$ cat config.mk
export PLATFORM = sky130hd
export DESIGN_NAME = four_channel_dimmer_ramp_core
export DESIGN_NICKNAME = d
export VERILOG_FILES = /design/src/hw/rtl/fdr_pkg.sv /design/src/hw/rtl/fdr_in_stage.sv /design/src/hw/rtl/fdr_core_stage.sv /design/src/hw/rtl/four_channel_dimmer_ramp_core.sv
export SDC_FILE = /design/constraint.sdc
export NUM_CORES = 1
export LEC_CHECK = 0
export CORE_ASPECT_RATIO = 0.9
export CORE_MARGIN = 1.5
export CORE_UTILIZATION = 40
export DETAILED_ROUTE_END_ITERATION = 6
export DONT_BUFFER_PORTS = 1
export HOLD_SLACK_MARGIN = 0.06
export PLACE_DENSITY = 0.59
export SYNTH_ARGS = -nofsm -noshare
export SYNTH_HDL_FRONTEND = slang
export SYNTH_SLANG_ARGS = --single-unit
$ cat constraint.sdc
create_clock -name i_clk -period 9.6 [get_ports i_clk]
set_input_delay 2.88 -clock i_clk [delete_from_list [all_inputs] [get_ports i_clk]]
set_output_delay 2.88 -clock i_clk [all_outputs]
set_load 0.005 [all_outputs]
$ cat src/hw/rtl/fdr_pkg.sv
`timescale 1ns / 1ps

package fdr_pkg;

    localparam int NumChannels = 4;
    localparam int LevelW      = 8;
    localparam int PctW        = 8;
    localparam int ChanW       = 2;

    localparam logic [LevelW-1:0] LevelOffset = 8'd40;
    localparam int LevelSpan  = 215;
    localparam int PctDivisor = 99;
    localparam logic [PctW-1:0] PctMax = 8'd100;

    localparam int RecipShift = 16;
    localparam int Recip      = (2 ** RecipShift + PctDivisor - 1) / PctDivisor;
    localparam logic [24:0] SpanRecip = 25'(LevelSpan * Recip);

    typedef enum logic [0:0] {
        ACT_SET  = 1'b0,
        ACT_TICK = 1'b1
    } t_action;

    typedef struct packed {
        t_action              action;
        logic [ChanW-1:0]     channel;
        logic [PctW-1:0]      percent;
    } t_item;

    typedef logic [LevelW-1:0] t_level;

    // Maps 0..255 percent to a level. The quotient by 99 is taken as a
    // multiplication by a rounded-up reciprocal, exact for all offsets 0..99.
    function automatic t_level pct_to_level(logic [PctW-1:0] pct);
        logic [6:0]  idx;
        logic [24:0] prod;
        t_level      res;
        if (pct == '0) begin
            res = '0;
        end else begin
            if (pct > PctMax) begin
                idx = 7'(PctMax - 8'd1);
            end else begin
                idx = 7'(pct - 8'd1);
            end
            prod = 25'(idx) * SpanRecip;
            res  = LevelOffset + LevelW'(prod >> RecipShift);
        end
        return res;
    endfunction

endpackage

$ cat src/hw/rtl/fdr_in_stage.sv
`timescale 1ns / 1ps

module fdr_in_stage (
    input  logic          i_clk,
    input  logic          i_rst_n,
    input  logic          i_valid,
    input  fdr_pkg::t_item i_item,
    input  logic          i_adv,
    output logic          o_stall,
    output logic          o_valid,
    output fdr_pkg::t_item o_item
);
    import fdr_pkg::*;

    logic  r_valid;
    t_item r_item;

    assign o_stall = r_valid && !i_adv;
    assign o_valid = r_valid;
    assign o_item  = r_item;

    always_ff @(posedge i_clk) begin
        if (!i_rst_n) begin
            r_valid <= 1'b0;
        end else if (!o_stall) begin
            r_valid <= i_valid;
        end
    end

    always_ff @(posedge i_clk) begin
        if (!o_stall && i_valid) begin
            r_item <= i_item;
        end
    end

endmodule

$ cat src/hw/rtl/fdr_core_stage.sv
`timescale 1ns / 1ps

module fdr_core_stage (
    input  logic           i_clk,
    input  logic           i_rst_n,
    input  logic           i_fire,
    input  logic           i_out_stall,
    input  fdr_pkg::t_item i_item,
    output logic           o_valid,
    output fdr_pkg::t_level o_level [fdr_pkg::NumChannels],
    output logic           o_armed
);
    import fdr_pkg::*;

    t_level r_cur [NumChannels];
    t_level r_tgt [NumChannels];
    t_level n_cur [NumChannels];
    t_level n_tgt [NumChannels];
    logic   r_armed;
    logic   n_armed;
    logic   r_valid;
    logic   moved;
    t_level new_level;

    assign new_level = pct_to_level(i_item.percent);

    always_comb begin
        moved   = 1'b0;
        n_armed = r_armed;
        for (int i = 0; i < NumChannels; i++) begin
            n_cur[i] = r_cur[i];
            n_tgt[i] = r_tgt[i];
        end
        if (i_item.action == ACT_SET) begin
            n_tgt[i_item.channel] = new_level;
            n_armed = 1'b1;
        end else if (r_armed) begin
            for (int i = 0; i < NumChannels; i++) begin
                if (r_cur[i] < r_tgt[i]) begin
                    n_cur[i] = r_cur[i] + 8'd1;
                    moved    = 1'b1;
                end else if (r_cur[i] > r_tgt[i]) begin
                    n_cur[i] = r_cur[i] - 8'd1;
                    moved    = 1'b1;
                end
            end
            n_armed = moved;
        end
    end

    always_ff @(posedge i_clk) begin
        if (!i_rst_n) begin
            r_valid <= 1'b0;
            r_armed <= 1'b0;
            for (int i = 0; i < NumChannels; i++) begin
                r_cur[i] <= '0;
                r_tgt[i] <= '0;
            end
        end else begin
            if (i_fire) begin
                r_valid <= 1'b1;
                r_armed <= n_armed;
                for (int i = 0; i < NumChannels; i++) begin
                    r_cur[i] <= n_cur[i];
                    r_tgt[i] <= n_tgt[i];
                end
            end else if (!i_out_stall) begin
                r_valid <= 1'b0;
            end
        end
    end

    assign o_valid = r_valid;
    assign o_armed = r_armed;
    assign o_level = r_cur;

endmodule

$ cat src/hw/rtl/four_channel_dimmer_ramp_core.sv
`timescale 1ns / 1ps

// Four-channel dimmer slew limiter. A set transaction maps a percentage
// to a level (0 for 0, 40 to 255 for 1 to 100, above 100 held at 100) and
// makes it the target of one channel, arming the ramp; a tick transaction
// steps every channel one level toward its target while the ramp is armed.
// Each input transaction yields exactly one result transaction carrying the
// four current levels and the armed flag as they stand after it. The block
// takes one transaction per clock cycle unless the result side stalls. It
// has two registers: one input register, then the channel state registers,
// which also serve as the result register. A stall on the result side holds
// the input side only once both registers are full.
module four_channel_dimmer_ramp_core (
    input  logic       i_clk,
    input  logic       i_rst_n,
    input  logic       i_in_valid,
    output logic       o_in_stall,
    input  logic [0:0] i_action,
    input  logic [1:0] i_channel,
    input  logic [7:0] i_percent,
    output logic       o_out_valid,
    input  logic       i_out_stall,
    output logic [7:0] o_level_zero,
    output logic [7:0] o_level_one,
    output logic [7:0] o_level_two,
    output logic [7:0] o_level_three,
    output logic       o_ramping
);
    import fdr_pkg::*;

    t_item  in_item;
    t_item  a_item;
    logic   a_valid;
    logic   fire;
    t_level levels [NumChannels];

    assign in_item.action  = t_action'(i_action);
    assign in_item.channel = i_channel;
    assign in_item.percent = i_percent;

    assign fire = a_valid && (!o_out_valid || !i_out_stall);

    fdr_in_stage u_in_stage (
        .i_clk   (i_clk),
        .i_rst_n (i_rst_n),
        .i_valid (i_in_valid),
        .i_item  (in_item),
        .i_adv   (fire),
        .o_stall (o_in_stall),
        .o_valid (a_valid),
        .o_item  (a_item)
    );

    fdr_core_stage u_core_stage (
        .i_clk       (i_clk),
        .i_rst_n     (i_rst_n),
        .i_fire      (fire),
        .i_out_stall (i_out_stall),
        .i_item      (a_item),
        .o_valid     (o_out_valid),
        .o_level     (levels),
        .o_armed     (o_ramping)
    );

    assign o_level_zero  = levels[0];
    assign o_level_one   = levels[1];
    assign o_level_two   = levels[2];
    assign o_level_three = levels[3];

    a_set_arms: assert property (@(posedge i_clk) disable iff (!i_rst_n)
        fire && a_item.action == ACT_SET |=> o_ramping)
        else $error("set transaction did not arm the ramp");

    a_idle_holds: assert property (@(posedge i_clk) disable iff (!i_rst_n)
        !o_ramping && !(fire && a_item.action == ACT_SET) |=>
            $stable(o_level_zero) && $stable(o_level_one)
            && $stable(o_level_two) && $stable(o_level_three))
        else $error("level changed while the ramp was disarmed");

    a_unit_step: assert property (@(posedge i_clk) disable iff (!i_rst_n)
        1'b1 |=> o_level_zero == $past(o_level_zero)
            || o_level_zero == $past(o_level_zero) + 8'd1
            || o_level_zero == $past(o_level_zero) - 8'd1)
        else $error("channel zero moved by more than one level");

    a_no_move_without_fire: assert property (@(posedge i_clk) disable iff (!i_rst_n)
        !fire |=> $stable(o_level_three) && $stable(o_ramping))
        else $error("state changed without an advancing transaction");

endmodule
==> results.rst, run 1 <==
.. list-table::
   :header-rows: 1

   * - Metric
     - Value
   * - Top post-synthesis cells by count
     - sky130_fd_sc_hd__ha_1, sky130_fd_sc_hd__inv_1, sky130_fd_sc_hd__nor2_1
   * - Die height
     - 128.3 µm
   * - Clk buf depth
     - 2
   * - CP Data Required Time
     - 9.68 ns
   * - Maximum clock rate
     - about 130 MHz
   * - Clock transition at the register clock pins on the worst setup and hold paths after CTS
     - 0.06 ns
   * - Slowest stage delay, CP
     - 0.55 ns
   * - Area of all sequential standard cells
     - 1992 µm²
   * - Biggest fanout along the worst timing path
     - 10
   * - Status
     - complete, no violations
   * - Worst Hold Margin
     - 0.5226 ns
   * - Met3 Resource Use GR
     - under 10%
   * - Type of the tightest min-delay check
     - flip-flop to flip-flop
   * - Number of hold buffers added after cts
     - 0
   * - Ports
     - 50
   * - Global-route wire length before repair
     - 25780 µm
   * - Number of buffer and inverter stages on the critical path
     - 6
   * - Final Util
     - ~44%
   * - Top post-synthesis cells by area
     - sky130_fd_sc_hd__ha_1, sky130_fd_sc_hd__edfxtp_1, sky130_fd_sc_hd__dfxtp_1, sky130_fd_sc_hd__fa_1, sky130_fd_sc_hd__inv_1
   * - Standard-cell rows
     - 45
   * - Proportion of netlist area held by the largest area contributor
     - 18.64%
   * - Global-route track usage on met1
     - 24.24%
   * - Maximum level of the CTS H-tree
     - 3
   * - Cell with the most instances after synthesis
     - sky130_fd_sc_hd__ha_1
   * - Buffer count from post-CTS setup fixing
     - 0
   * - Via count of the first global-routing pass
     - 5272
   * - Vias per cell
     - 5.235
   * - Critical register-to-register path endpoint
     - u_core_stage.r_tgt[0][7]$_SDFFCE_PN0P_
   * - Ant. Diodes
     - 0
   * - Inserted Clock Buffers
     - 9
   * - Register-to-Register Setup Slack
     - about 1.8 ns
   * - Post-route clock period utilization
     - around four fifths
   * - Largest net degree at the start of global routing
     - 36
   * - Total Routing Usage GR
     - between 10% and 20%
   * - Max rail drop VDD
     - approximately 110 µV
   * - GR Util met2
     - 27.58%
   * - Post-synthesis sequential element count
     - 78
   * - Per-cell routed wire length
     - ~15 µm
   * - Starting Density
     - about two fifths
   * - Setup WS post-layout
     - about 1.8 ns
   * - Flip-flop cell with the highest count after synthesis
     - sky130_fd_sc_hd__edfxtp_1
   * - Max-capacitance violation count
     - 0
   * - Die X-Extent
     - roughly 140 µm
   * - Antenna Violating Nets Remaining
     - 0
   * - Number of stages on the worst hold path
     - 2
   * - Post-synthesis instance area
     - ~7000 µm²
   * - Critical path data arrival time
     - 7.85 ns
   * - Quantity of I/O buffers inserted on ports
     - 0
   * - Clock tree from TritonCTS
     - done
   * - Synth Instances
     - 755
   * - Resized Gates After CTS
     - 0
   * - Area growth from synthesis to layout
     - 7.725%
   * - CP Launch Point
     - u_in_stage.o_item[0]$_DFFE_PP_
   * - GRT busiest layer
     - met2
   * - Cell class contributing the biggest share of worst-path delay
     - adder cells
   * - Initial antenna violation count
     - 0
   * - Clock root buffer master
     - sky130_fd_sc_hd__clkbuf_16
   * - # DRC
     - 0
   * - Startpoint type of the worst setup path
     - flip-flop
   * - P per Cell Area
     - 189.8 nW/µm²
   * - Total Die Area
     - about 18000 µm²
   * - Vias after detailed routing
     - 5183
   * - Number of inserted filler cells in the final layout
     - 1641
   * - Max-slew headroom at the worst pin
     - 31.07%
   * - Setup repair after global routing missed its margin
     - no
   * - Transition time at the pin with the least slew margin
     - 1.023 ns
   * - TritonRoute pass-1 iters
     - 4
   * - Average cell area after synthesis
     - 9.246 µm²
   * - Final #Nets
     - about 900
   * - Crit. End Element
     - flip-flop
   * - Mapped Nets
     - 902
   * - Combined area of the multi-input logic cells
     - roughly 4500 µm²
   * - Clock Sinks
     - 78
   * - Design Area, Final
     - roughly 7500 µm²
   * - Count of warnings emitted by yosys
     - 0
   * - Final TNS setup
     - 0 ns
   * - Critical path type
     - flip-flop to flip-flop
   * - Sum of overflow across all layers after global routing
     - 0
   * - Pleak
     - 3.327 nW
   * - Number of slew-limit violations in the final report
     - 0
   * - Cell area reported after detailed placement
     - 7203 µm²
   * - Setup violators final
     - 0
   * - End point of the critical path
     - u_core_stage.r_tgt[0][7]$_SDFFCE_PN0P_
   * - Final Skew
     - between 0.008 and 0.009 ns
   * - Pre-CTS setup slack
     - 1.884 ns
   * - Final Routed Wirelength
     - ~15000 µm
   * - Number of enable-type register cells in the synthesized netlist
     - 43
   * - Shortest clock period the worst path allows after layout
     - 7.773 ns
   * - Fraction of layout instances using a drive strength above 1
     - approximately 5.3%
   * - Final HPWL from detailed placement
     - 11810 µm
   * - Total number of cells along the worst setup path
     - 28
   * - CP most frequent cell
     - sky130_fd_sc_hd__inv_1
   * - Weighted congestion at the end of routability-driven global placement
     - 0.8675
   * - Proportion of register bits with asynchronous set or reset after synthesis
     - 0%
   * - Count of cell types in the netlist
     - 64
   * - Cell type of the slowest stage on the worst timing path
     - sky130_fd_sc_hd__or3_2
   * - Number of design-rule violations left by the first detailed-router iteration
     - approximately 230
   * - Post-synth top area cell
     - sky130_fd_sc_hd__ha_1
   * - Worst reg-to-reg path cell count
     - 28
   * - Sequential element share of the synthesized area
     - 28.54%
   * - Number of hold-slack violations in the final timing report
     - 0
   * - Startpoint of the worst register-to-register path
     - u_in_stage.o_item[0]$_DFFE_PP_
   * - Core area
     - 16950 µm²
   * - Worst skew pair latency
     - about 0.35 ns
-- cells by family after synthesis --
logic type / after synthesis / synth area share (%)
AND/OR/NAND/NOR: 209 / 14.21
AO/OA/AOI/OAI: 137 / 13.19
adder cells (fa/ha/maj): 132 / 26.67
buffers and inverters: 122 / 7.008
flip-flops: 78 / 28.54
XOR/XNOR: 47 / 6.005
multiplexers: 30 / 4.374
-- where the power goes --
part	internal, mW	switching, mW
clock network	0.220	0.137
registers	0.370	0.0124
logic	0.271	0.416
total	0.862	0.566
-- layer usage --
| layer | wire [µm] | vias to the layer above | part of all wire [%] |
|---|---|---|---|
| met5 | 0 | - | 0 |
| met4 | 271 | 0 | 1.8 |
| met3 | 748 | 21 | 5.0 |
| met2 | 6589 | 94 | 44 |
| met1 | 7421 | 2442 | 49 |
| li1 | - | 2626 | - |
-- worst min-delay path, cell delays in order, from the launching register on --
cell and delay [ns]:
sky130_fd_sc_hd__dfxtp_1 0.34, sky130_fd_sc_hd__o31ai_1 0.07, sky130_fd_sc_hd__a21oi_1 0.06
-- layout by cell type, fill, tap and decap left out, types with 2 or more instances in the layout --
master,count
sky130_fd_sc_hd__ha_1,104
sky130_fd_sc_hd__inv_1,100
sky130_fd_sc_hd__nor2_1,78
sky130_fd_sc_hd__a21oi_1,53
sky130_fd_sc_hd__edfxtp_1,43
sky130_fd_sc_hd__nand2_1,37
sky130_fd_sc_hd__dfxtp_1,35
sky130_fd_sc_hd__xnor2_1,34
sky130_fd_sc_hd__fa_1,28
sky130_fd_sc_hd__mux2i_1,26
sky130_fd_sc_hd__nand3_1,19
sky130_fd_sc_hd__o21ai_0,18
sky130_fd_sc_hd__nor3_1,17
sky130_fd_sc_hd__a21o_1,15
sky130_fd_sc_hd__o21bai_1,14
sky130_fd_sc_hd__xor2_1,12
sky130_fd_sc_hd__nand4_1,12
sky130_fd_sc_hd__clkbuf_16,11
sky130_fd_sc_hd__nand2b_1,10
sky130_fd_sc_hd__nor4_1,8
sky130_fd_sc_hd__nor2b_1,7
sky130_fd_sc_hd__a211oi_1,6
sky130_fd_sc_hd__or3_1,5
sky130_fd_sc_hd__o311ai_1,4
sky130_fd_sc_hd__mux2_1,4
sky130_fd_sc_hd__a32oi_1,4
sky130_fd_sc_hd__buf_4,4
sky130_fd_sc_hd__or2_2,3
sky130_fd_sc_hd__o21ai_1,3
sky130_fd_sc_hd__a22oi_1,3
sky130_fd_sc_hd__and3_1,2
sky130_fd_sc_hd__o31ai_1,2
sky130_fd_sc_hd__clkinv_2,2
sky130_fd_sc_hd__clkbuf_8,2
-- state kept, by name (all words and copies together) (netlist names) --
name                  count
u_core_stage.o_valid      1
u_core_stage.r_tgt       32
u_in_stage.o_valid        1
u_core_stage.o_armed      1
u_in_stage.o_item        11
u_core_stage.o_level     32
-- cell type report --
type	instances	area share, %
inverters	102	5.092
clock buffers	14	4.077
clock inverters	2	0.1331
flip-flops and latches	78	26.49
multi-input cells	555	59.90
well taps	235	3.910
repair buffers	4	0.3993
-- worst min-delay path by stage --
stage,start,end
2_1_floorplan,u_core_stage.o_armed$_SDFFE_PN0P_,u_core_stage.o_armed$_SDFFE_PN0P_
3_3_place_gp,u_core_stage.o_armed$_SDFFE_PN0P_,u_core_stage.o_armed$_SDFFE_PN0P_
3_5_place_dp,u_core_stage.o_armed$_SDFFE_PN0P_,u_core_stage.o_armed$_SDFFE_PN0P_
4_1_cts,u_core_stage.o_armed$_SDFFE_PN0P_,u_core_stage.o_armed$_SDFFE_PN0P_
5_1_grt,u_core_stage.o_armed$_SDFFE_PN0P_,u_core_stage.o_armed$_SDFFE_PN0P_
6_report,u_core_stage.o_armed$_SDFFE_PN0P_,u_core_stage.o_armed$_SDFFE_PN0P_
-- per-stage QoR --
stage / total power [mW] / std cells
floorplan: 0.9032 / 755
global placement: 1.049 / 974
detailed placement: 1.069 / 974
CTS: 1.433 / 990
global route: 1.547 / 990
finish: 1.428 / 990
No activity file was read; power rests on OpenSTA's default activity.
==> run 2: changes to the inputs <==
--- a/config.mk
+++ b/config.mk
@@ -5,6 +5,7 @@
 export SDC_FILE = /design/constraint.sdc
 export NUM_CORES = 1
 export LEC_CHECK = 0
+export ABC_AREA = 1
 export CORE_ASPECT_RATIO = 0.9
 export CORE_MARGIN = 1.5
 export CORE_UTILIZATION = 40
==> constraint.sdc (replaced) <==
create_clock -name i_clk -period 8 [get_ports i_clk]
set_input_delay 2.4 -clock i_clk [delete_from_list [all_inputs] [get_ports i_clk]]
set_output_delay 2.4 -clock i_clk [all_outputs]
set_load 0.005 [all_outputs]
==> run 2 against run 1 <==
Routed wire length is 2.9% higher. Sequential power grew 20%. Setup slack worse by 0.13 ns. Final cell count increased by 10%. Final area up 0.82%. Clock power is 25% higher. Non-clock buffer count is 2 lower. Total power grew 49%. Area after synthesis grew 0.34%. Hold slack got worse by 0.029 ns. Critical endpoint is now u_core_stage.r_tgt[0][23]$_SDFFCE_PN0P_. Largest power group unchanged. Highest routed layer unchanged.
==> results.rst, run 2 <==
.. list-table::
   :header-rows: 1

   * - Metric
     - Value
   * - Status
     - complete, no violations (unchanged)
   * - Setup repair after global routing missed its margin
     - no (unchanged)
   * - Max-slew headroom at the worst pin
     - 36.21% (was 31.07%)
   * - Pleak
     - 3.690 nW (was 3.327 nW)
   * - Final TNS setup
     - 0 ns (unchanged)
   * - Clock Sinks
     - 78 (unchanged)
   * - Final #Nets
     - 1000 (was 897)
   * - Fraction of layout instances using a drive strength above 1
     - 6.177% (was 5.298%)
   * - Slowest stage delay, CP
     - 0.50 ns (was 0.55 ns)
   * - Inserted Clock Buffers
     - 9 (unchanged)
   * - Startpoint type of the worst setup path
     - flip-flop (unchanged)
   * - Worst skew pair latency
     - 0.34 ns (was 0.35 ns)
   * - Final HPWL from detailed placement
     - 12380 µm (was 11810 µm)
   * - Number of enable-type register cells in the synthesized netlist
     - 43 (unchanged)
   * - Weighted congestion at the end of routability-driven global placement
     - 0.8486 (was 0.8675)
   * - Total Die Area
     - 18310 µm² (was 18250 µm²)
   * - Final Skew
     - 0.007838 ns (was 0.008167 ns)
   * - Cell with the most instances after synthesis
     - sky130_fd_sc_hd__inv_1 (was sky130_fd_sc_hd__ha_1)
   * - Antenna Violating Nets Remaining
     - 0 (unchanged)
   * - Post-synthesis instance area
     - 7004 µm² (was 6980 µm²)
   * - Cell type of the slowest stage on the worst timing path
     - sky130_fd_sc_hd__fa_1 (was sky130_fd_sc_hd__or3_2)
   * - Area of all sequential standard cells
     - 1992 µm² (unchanged)
   * - Shortest clock period the worst path allows after layout
     - 6.308 ns (was 7.773 ns)
   * - Die height
     - 128.5 µm (was 128.3 µm)
   * - Critical path data arrival time
     - 6.37 ns (was 7.85 ns)
   * - Placed cell count
     - 1077 (was 974)
   * - Via count of the first global-routing pass
     - 5184 (was 5272)
   * - Proportion of register bits with asynchronous set or reset after synthesis
     - 0% (unchanged)
   * - Global-route wire length before repair
     - 25710 µm (was 25780 µm)
   * - Sum of overflow across all layers after global routing
     - 0 (unchanged)
   * - Sequential element share of the synthesized area
     - 28.44% (was 28.54%)
   * - Maximum clock rate
     - 158.5 MHz (was 128.6 MHz)
   * - Worst Hold Margin
     - 0.4940 ns (was 0.5226 ns)
   * - Post-synth top area cell
     - sky130_fd_sc_hd__ha_1 (unchanged)
   * - Post-synthesis sequential element count
     - 78 (unchanged)
   * - Total Routing Usage GR
     - 17.75% (was 17.72%)
   * - Clock tree from TritonCTS
     - done (unchanged)
   * - Average cell area after synthesis
     - 8.202 µm² (was 9.246 µm²)
   * - Number of slew-limit violations in the final report
     - 0 (unchanged)
   * - Mapped Nets
     - 1001 (was 902)
   * - Quantity of I/O buffers inserted on ports
     - 0 (unchanged)
   * - Resized Gates After CTS
     - 0 (unchanged)
   * - Proportion of netlist area held by the largest area contributor
     - 18.58% (was 18.64%)
   * - Crit. End Element
     - flip-flop (unchanged)
   * - Standard-cell rows
     - 45 (unchanged)
   * - CP most frequent cell
     - sky130_fd_sc_hd__inv_1 (unchanged)
   * - Max rail drop VDD
     - 131.4 µV (was 107.1 µV)
   * - Setup violators final
     - 0 (unchanged)
   * - Top post-synthesis cells by count
     - sky130_fd_sc_hd__inv_1, sky130_fd_sc_hd__a21oi_1, sky130_fd_sc_hd__ha_1 (was sky130_fd_sc_hd__ha_1, sky130_fd_sc_hd__inv_1, sky130_fd_sc_hd__nor2_1)
   * - Maximum level of the CTS H-tree
     - 3 (unchanged)
   * - Flip-flop cell with the highest count after synthesis
     - sky130_fd_sc_hd__edfxtp_1 (unchanged)
   * - Synth Instances
     - 854 (was 755)
   * - TritonRoute pass-1 iters
     - 4 (unchanged)
   * - Initial antenna violation count
     - 0 (unchanged)
   * - Ports
     - 50 (unchanged)
   * - # DRC
     - 0 (unchanged)
   * - Number of hold-slack violations in the final timing report
     - 0 (unchanged)
   * - Highest-count cells in the layout ignoring fill and taps
     - sky130_fd_sc_hd__inv_1, sky130_fd_sc_hd__a21oi_1, sky130_fd_sc_hd__ha_1 (was sky130_fd_sc_hd__ha_1, sky130_fd_sc_hd__inv_1, sky130_fd_sc_hd__nor2_1)
   * - Per-cell routed wire length
     - 14.15 µm (was 15.18 µm)
   * - Most common cell after layout, fill and taps aside
     - sky130_fd_sc_hd__inv_1 (was sky130_fd_sc_hd__ha_1)
   * - Number of hold buffers added after cts
     - 0 (unchanged)
   * - Combined area of the multi-input logic cells
     - 4339 µm² (was 4504 µm²)
   * - P per Cell Area
     - 280.0 nW/µm² (was 189.8 nW/µm²)
   * - Transition time at the pin with the least slew margin
     - 0.9533 ns (was 1.023 ns)
   * - Number of inserted filler cells in the final layout
     - 1683 (was 1641)
   * - Type of the tightest min-delay check
     - flip-flop to flip-flop (unchanged)
   * - Critical path type
     - flip-flop to flip-flop (unchanged)
   * - Die X-Extent
     - 142.5 µm (was 142.3 µm)
   * - Largest net degree at the start of global routing
     - 35 (was 36)
   * - CP Data Required Time
     - 8.07 ns (was 9.68 ns)
   * - Max-capacitance violation count
     - 0 (unchanged)
   * - Starting Density
     - 41.19% (about the same)
   * - Clock transition at the register clock pins on the worst setup and hold paths after CTS
     - 0.06 ns (about the same)
   * - Vias after detailed routing
     - 5374 (was 5183)
   * - Ant. Diodes
     - 0 (unchanged)
   * - Area growth from synthesis to layout
     - 8.235% (was 7.725%)
   * - Post-route clock period utilization
     - 78.85% (was 80.97%)
   * - Final Routed Wirelength
     - 15460 µm (was 15030 µm)
   * - Clock root buffer master
     - sky130_fd_sc_hd__clkbuf_16 (unchanged)
   * - Count of warnings emitted by yosys
     - 0 (unchanged)
   * - Count of cell types in the netlist
     - 39 (was 64)
   * - Non-filler cells, final
     - 1093 (was 990)
   * - Vias per cell
     - 4.917 (was 5.235)
   * - Biggest fanout along the worst timing path
     - 7 (was 10)
   * - Buffer count from post-CTS setup fixing
     - 0 (unchanged)
   * - Number of design-rule violations left by the first detailed-router iteration
     - 281 (was 226)
   * - Top post-synthesis cells by area
     - sky130_fd_sc_hd__ha_1, sky130_fd_sc_hd__edfxtp_1, sky130_fd_sc_hd__dfxtp_1, sky130_fd_sc_hd__inv_1, sky130_fd_sc_hd__fa_1 (was sky130_fd_sc_hd__ha_1, sky130_fd_sc_hd__edfxtp_1, sky130_fd_sc_hd__dfxtp_1, sky130_fd_sc_hd__fa_1, sky130_fd_sc_hd__inv_1)
   * - Clk buf depth
     - 2 (unchanged)
   * - Core area
     - 17000 µm² (was 16950 µm²)
## run 2: cell families (layout without fill, tap and decap cells)
group | count (synthesis) | after routing | synth area share, %
buf+inv | 179 | 183 | 9.664
fa+ha+maj | 132 | 132 | 26.58
simple gates | 200 | 200 | 13.59
xor+xnor | 26 | 26 | 3.251
flops | 78 | 78 | 28.44
compound gates | 239 | 239 | 18.47
## run 2: worst max-delay path, delay by kind of cell (launching register included)
kind,cells,cell delay (ns)
xor gates and xnor gates,1,0.37
buffers and inverters,8,0.72
DFF,1,0.42
adders and majority gates,7,2.33
and+or+nand+nor,13,1.51
AOI/OAI and AO/OA,5,0.67
## run 2: through the flow
step           power [mW]  util (%)  area [µm²]  setup slack, ns
4_1_cts             2.139     44.58        7581            1.649
3_5_place_dp        1.681     42.69        7259            1.640
5_1_grt             2.326     44.58        7581            1.062
2_1_floorplan       1.359         -        7004            2.180
6_report            2.123     44.58        7581            1.692
3_3_place_gp        1.684     42.69        7259            1.783
## run 2: path summary, 6_finish.rpt
check             cells after the start                             from  slack [ns]                                       to
setup / recovery                     34   u_in_stage.o_item[0]$_DFFE_PP_        1.69  u_core_stage.r_tgt[0][23]$_SDFFCE_PN0P_
hold / removal                        2  u_in_stage.o_valid$_SDFFE_PN0N_        0.49        u_core_stage.o_valid$_SDFFE_PN0P_
setup reg to reg                     34   u_in_stage.o_item[0]$_DFFE_PP_        1.69  u_core_stage.r_tgt[0][23]$_SDFFCE_PN0P_
hold reg to reg                       2  u_in_stage.o_valid$_SDFFE_PN0N_        0.49        u_core_stage.o_valid$_SDFFE_PN0P_
## run 2: layout make-up
type / instances / area share [%]
clock buffers: 9 / 2.971
clock inverters: 7 / 1.271
inverters: 165 / 8.170
multi-input cells: 597 / 57.24
flip-flops and latches: 78 / 26.27
well taps: 235 / 3.879
repair buffers: 2 / 0.1981
## run 2: routing by layer
layer	wire, µm	up-vias	global-route usage (%)
li1	-	2874	-
met1	7963	2404	25.27
met2	6626	85	28.16
met3	737	11	3.424
met4	138	0	3.457
met5	0	-	0
## run 2: power by group
group	total (mW)	internal (mW)	leakage, nW	switching (mW)
registers	0.458	0.444	0.725	0.0137
logic	1.22	0.413	2.81	0.804
clock network	0.448	0.274	0.160	0.174
total	2.12	1.13	3.69	0.991
==> run 3: changes to the inputs <==
--- a/config.mk
+++ b/config.mk
@@ -12,7 +12,7 @@
 export DETAILED_ROUTE_END_ITERATION = 6
 export DONT_BUFFER_PORTS = 1
 export HOLD_SLACK_MARGIN = 0.06
-export PLACE_DENSITY = 0.59
+export PLACE_DENSITY = 0.61
 export SYNTH_ARGS = -nofsm -noshare
 export SYNTH_HDL_FRONTEND = slang
 export SYNTH_SLANG_ARGS = --single-unit
==> constraint.sdc (replaced) <==
create_clock -name i_clk -period 5.3 [get_ports i_clk]
set_input_delay 1.59 -clock i_clk [delete_from_list [all_inputs] [get_ports i_clk]]
set_output_delay 1.59 -clock i_clk [all_outputs]
set_load 0.005 [all_outputs]
==> run 3 against run 2 <==
The run now ends with setup timing left. Die area unchanged. Clock power increased by 41%. Final cell count increased by 7.4%. Total power increased by 90%. Non-clock buffer count increased by 81. Critical endpoint is now u_core_stage.r_tgt[0][7]$_SDFFCE_PN0P_. Sequential power increased by 51%. Routed wire length increased by 4.1%. Global-route usage increased by 0.52 points. Register-to-register slack got worse by 1.9 ns. Clock skew increased by 0.00094 ns. Via count increased by 7.3%.
==> results.rst, run 3 (synthesized netlist as in run 2, its figures left out) <==
.. list-table::
   :header-rows: 1

   * - Metric
     - Value
   * - Destination of the worst hold path
     - u_core_stage.o_valid$_SDFFE_PN0P_ (unchanged)
   * - Global-route wire length before repair
     - 26690 µm (was 25710 µm)
   * - Fraction of layout instances using a drive strength above 1
     - 21.19% (was 6.177%)
   * - Final Skew
     - 0.008776 ns (was 0.007838 ns)
   * - Worst Hold Margin
     - 0.5017 ns (was 0.4940 ns)
   * - Final TNS setup
     - -2.098 ns (was 0 ns)
   * - Final Routed Wirelength
     - 16100 µm (was 15460 µm)
   * - Maximum level of the CTS H-tree
     - 3 (unchanged)
   * - Slowest stage delay, CP
     - 0.53 ns (was 0.50 ns)
   * - Ports
     - 50 (unchanged)
   * - Quantity of I/O buffers inserted on ports
     - 0 (unchanged)
   * - Final #Nets
     - 1081 (was 1000)
   * - Non-filler cells, final
     - 1174 (was 1093)
   * - Worst skew pair latency
     - 0.34 ns (about the same)
   * - CP Data Required Time
     - 5.36 ns (was 8.07 ns)
   * - Register-to-Register Setup Slack
     - -0.22 ns (was 1.69 ns)
   * - Number of buffer and inverter stages on the critical path
     - 7 (was 8)
   * - Cell type of the slowest stage on the worst timing path
     - sky130_fd_sc_hd__fa_1 (unchanged)
   * - Worst reg-to-reg path cell count
     - 32 (was 34)
   * - Clock tree from TritonCTS
     - done (unchanged)
   * - Clock Sinks
     - 78 (unchanged)
   * - Number of hold buffers added after cts
     - 0 (unchanged)
   * - Total Die Area
     - 18310 µm² (unchanged)
   * - Cell area reported after detailed placement
     - 7809 µm² (was 7259 µm²)
   * - Die height
     - 128.5 µm (unchanged)
   * - Setup WS post-layout
     - -0.2172 ns (was 1.692 ns)
   * - Vias after detailed routing
     - 5766 (was 5374)
   * - Cell class contributing the biggest share of worst-path delay
     - adder cells (unchanged)
   * - Post-route clock period utilization
     - 104.1% (was 78.85%)
   * - Inserted Clock Buffers
     - 9 (unchanged)
   * - Setup repair after global routing missed its margin
     - yes (was no)
   * - Total Routing Usage GR
     - 18.27% (was 17.75%)
   * - Area of all sequential standard cells
     - 1992 µm² (unchanged)
   * - Final HPWL from detailed placement
     - 12400 µm (was 12380 µm)
   * - Vias per cell
     - 4.911 (was 4.917)
   * - Startpoint type of the worst setup path
     - flip-flop (unchanged)
   * - Number of inserted filler cells in the final layout
     - 1601 (was 1683)
   * - Clock root buffer master
     - sky130_fd_sc_hd__clkbuf_16 (unchanged)
   * - Max rail drop VDD
     - 264.7 µV (was 131.4 µV)
   * - Die X-Extent
     - 142.5 µm (unchanged)
   * - Standard-cell rows
     - 45 (unchanged)
   * - Start point of the worst hold path
     - u_in_stage.o_valid$_SDFFE_PN0N_ (unchanged)
   * - Sum of overflow across all layers after global routing
     - 0 (unchanged)
   * - Shortest clock period the worst path allows after layout
     - 5.517 ns (was 6.308 ns)
   * - Highest-count cells in the layout ignoring fill and taps
     - sky130_fd_sc_hd__inv_1, sky130_fd_sc_hd__a21oi_1, sky130_fd_sc_hd__ha_1 (unchanged)
   * - Design Area, Final
     - 8537 µm² (was 7581 µm²)
   * - Clk buf depth
     - 2 (unchanged)
   * - Via count of the first global-routing pass
     - 5404 (was 5184)
   * - Type of the tightest min-delay check
     - flip-flop to flip-flop (unchanged)
   * - Area growth from synthesis to layout
     - 21.88% (was 8.235%)
   * - Setup violators final
     - 16 (was 0)
   * - Startpoint of the worst register-to-register path
     - u_in_stage.o_item[3]$_DFFE_PP_ (was u_in_stage.o_item[0]$_DFFE_PP_)
   * - Placed cell count
     - 1134 (was 1077)
   * - Starting Density
     - 41.19% (unchanged)
   * - Crit. End Element
     - flip-flop (unchanged)
   * - Number of hold-slack violations in the final timing report
     - 0 (unchanged)
   * - Number of slew-limit violations in the final report
     - 0 (unchanged)
   * - Number of stages on the worst hold path
     - 2 (unchanged)
   * - Critical path data arrival time
     - 5.58 ns (was 6.37 ns)
   * - TritonRoute pass-1 iters
     - 4 (unchanged)
   * - Max-capacitance violation count
     - 0 (unchanged)
   * - Failing checks
     - setup timing
   * - Ant. Diodes
     - 0 (unchanged)
   * - Max-slew headroom at the worst pin
     - 32.55% (was 36.21%)
   * - Per-cell routed wire length
     - 13.71 µm (was 14.15 µm)
   * - CP most frequent cell
     - sky130_fd_sc_hd__nand2_2 (was sky130_fd_sc_hd__inv_1)
   * - Final Util
     - 50.21% (was 44.58%)
   * - Pleak
     - 4.109 nW (was 3.690 nW)
   * - Transition time at the pin with the least slew margin
     - 1.008 ns (was 0.9533 ns)
   * - Critical register-to-register path endpoint
     - u_core_stage.r_tgt[0][7]$_SDFFCE_PN0P_ (was u_core_stage.r_tgt[0][23]$_SDFFCE_PN0P_)
   * - Status
     - finished with violations (was complete, no violations)
   * - Combined area of the multi-input logic cells
     - 4690 µm² (was 4339 µm²)
   * - P per Cell Area
     - 473.1 nW/µm² (was 280.0 nW/µm²)
   * - Critical path type
     - flip-flop to flip-flop (unchanged)
   * - Largest net degree at the start of global routing
     - 35 (unchanged)
   * - Antenna Violating Nets Remaining
     - 0 (unchanged)
   * - Maximum clock rate
     - 181.3 MHz (was 158.5 MHz)
   * - Biggest fanout along the worst timing path
     - 4 (was 7)
   * - Clock transition at the register clock pins on the worst setup and hold paths after CTS
     - 0.06 ns (about the same)
   * - Initial antenna violation count
     - 0 (unchanged)
   * - Most common cell after layout, fill and taps aside
     - sky130_fd_sc_hd__inv_1 (unchanged)
   * - Weighted congestion at the end of routability-driven global placement
     - 0.8611 (was 0.8486)
   * - # DRC
     - 0 (unchanged)
   * - Number of design-rule violations left by the first detailed-router iteration
     - 414 (was 281)
   * - Core area
     - 17000 µm² (unchanged)
## run 3: changes by cell type in the layout (fill, tap and decap cells not counted), sizes merged
cell | before | now
inv | 165 | 166
buf | 2 | 83
clkinvlp | 0 | 1
bufinv | 2 | 0
clkinv | 5 | 1
clkbuf | 9 | 13
## run 3: power by group
part           switching, mW  internal (mW)
Combinational           1.50           1.21
Sequential            0.0208          0.670
Clock                  0.255          0.376
## run 3: final cells by class
class	instances	area share, %
flip-flops and latches	78	23.33
well taps	235	3.444
multi-input cells	597	54.93
clock inverters	3	0.2638
repair buffers	83	7.343
clock buffers	13	3.312
inverters	165	7.372
## run 3: stage by stage
| step | worst slack (ns) | power, mW |
|---|---|---|
| after CTS | -0.1519 | 3.937 |
| after global placement | -0.1542 | 3.099 |
| after floorplan | -0.1004 | 2.210 |
| final | -0.2172 | 4.039 |
| after global routing | -0.4909 | 4.387 |
| after detailed placement | -0.3038 | 3.094 |
## run 3: layer usage
| metal | global-route usage (%) | wire [µm] |
|---|---|---|
| met3 | 3.722 | 711 |
| met4 | 3.396 | 116 |
| met2 | 26.96 | 6740 |
| met5 | 0 | 0 |
| met1 | 27.59 | 8529 |
## run 3: worst reg2reg max path: cells and delay by family (launching register included)
kind | cells | cell delay, ns
xor gates and xnor gates | 1 | 0.23
buffers and inverters | 7 | 0.53
DFF | 1 | 0.43
and+or+nand+nor | 13 | 1.35
AOI/OAI and AO/OA | 5 | 0.65
adders and majority gates | 6 | 2.05
## run 3: worst max-delay path by stage
stage	start	depth (start not counted)	endpoint
2_1_floorplan	u_in_stage.o_item[0]$_DFFE_PP_	33	u_core_stage.r_tgt[0][31]$_SDFFCE_PN0P_
3_3_place_gp	u_in_stage.o_item[0]$_DFFE_PP_	34	u_core_stage.r_tgt[0][15]$_SDFFCE_PN0P_
3_5_place_dp	u_in_stage.o_item[0]$_DFFE_PP_	34	u_core_stage.r_tgt[0][15]$_SDFFCE_PN0P_
4_1_cts	u_in_stage.o_item[0]$_DFFE_PP_	33	u_core_stage.r_tgt[0][7]$_SDFFCE_PN0P_
5_1_grt	u_in_stage.o_item[1]$_DFFE_PP_	34	u_core_stage.r_tgt[0][7]$_SDFFCE_PN0P_
6_report	u_in_stage.o_item[3]$_DFFE_PP_	32	u_core_stage.r_tgt[0][7]$_SDFFCE_PN0P_
## run 3: timing repair
item,in CTS,in global routing
hold endpoints to repair,0,0
pin swaps,16,22
buffers inserted,19,9
setup endpoints to repair,21,32
resized for setup,34,31
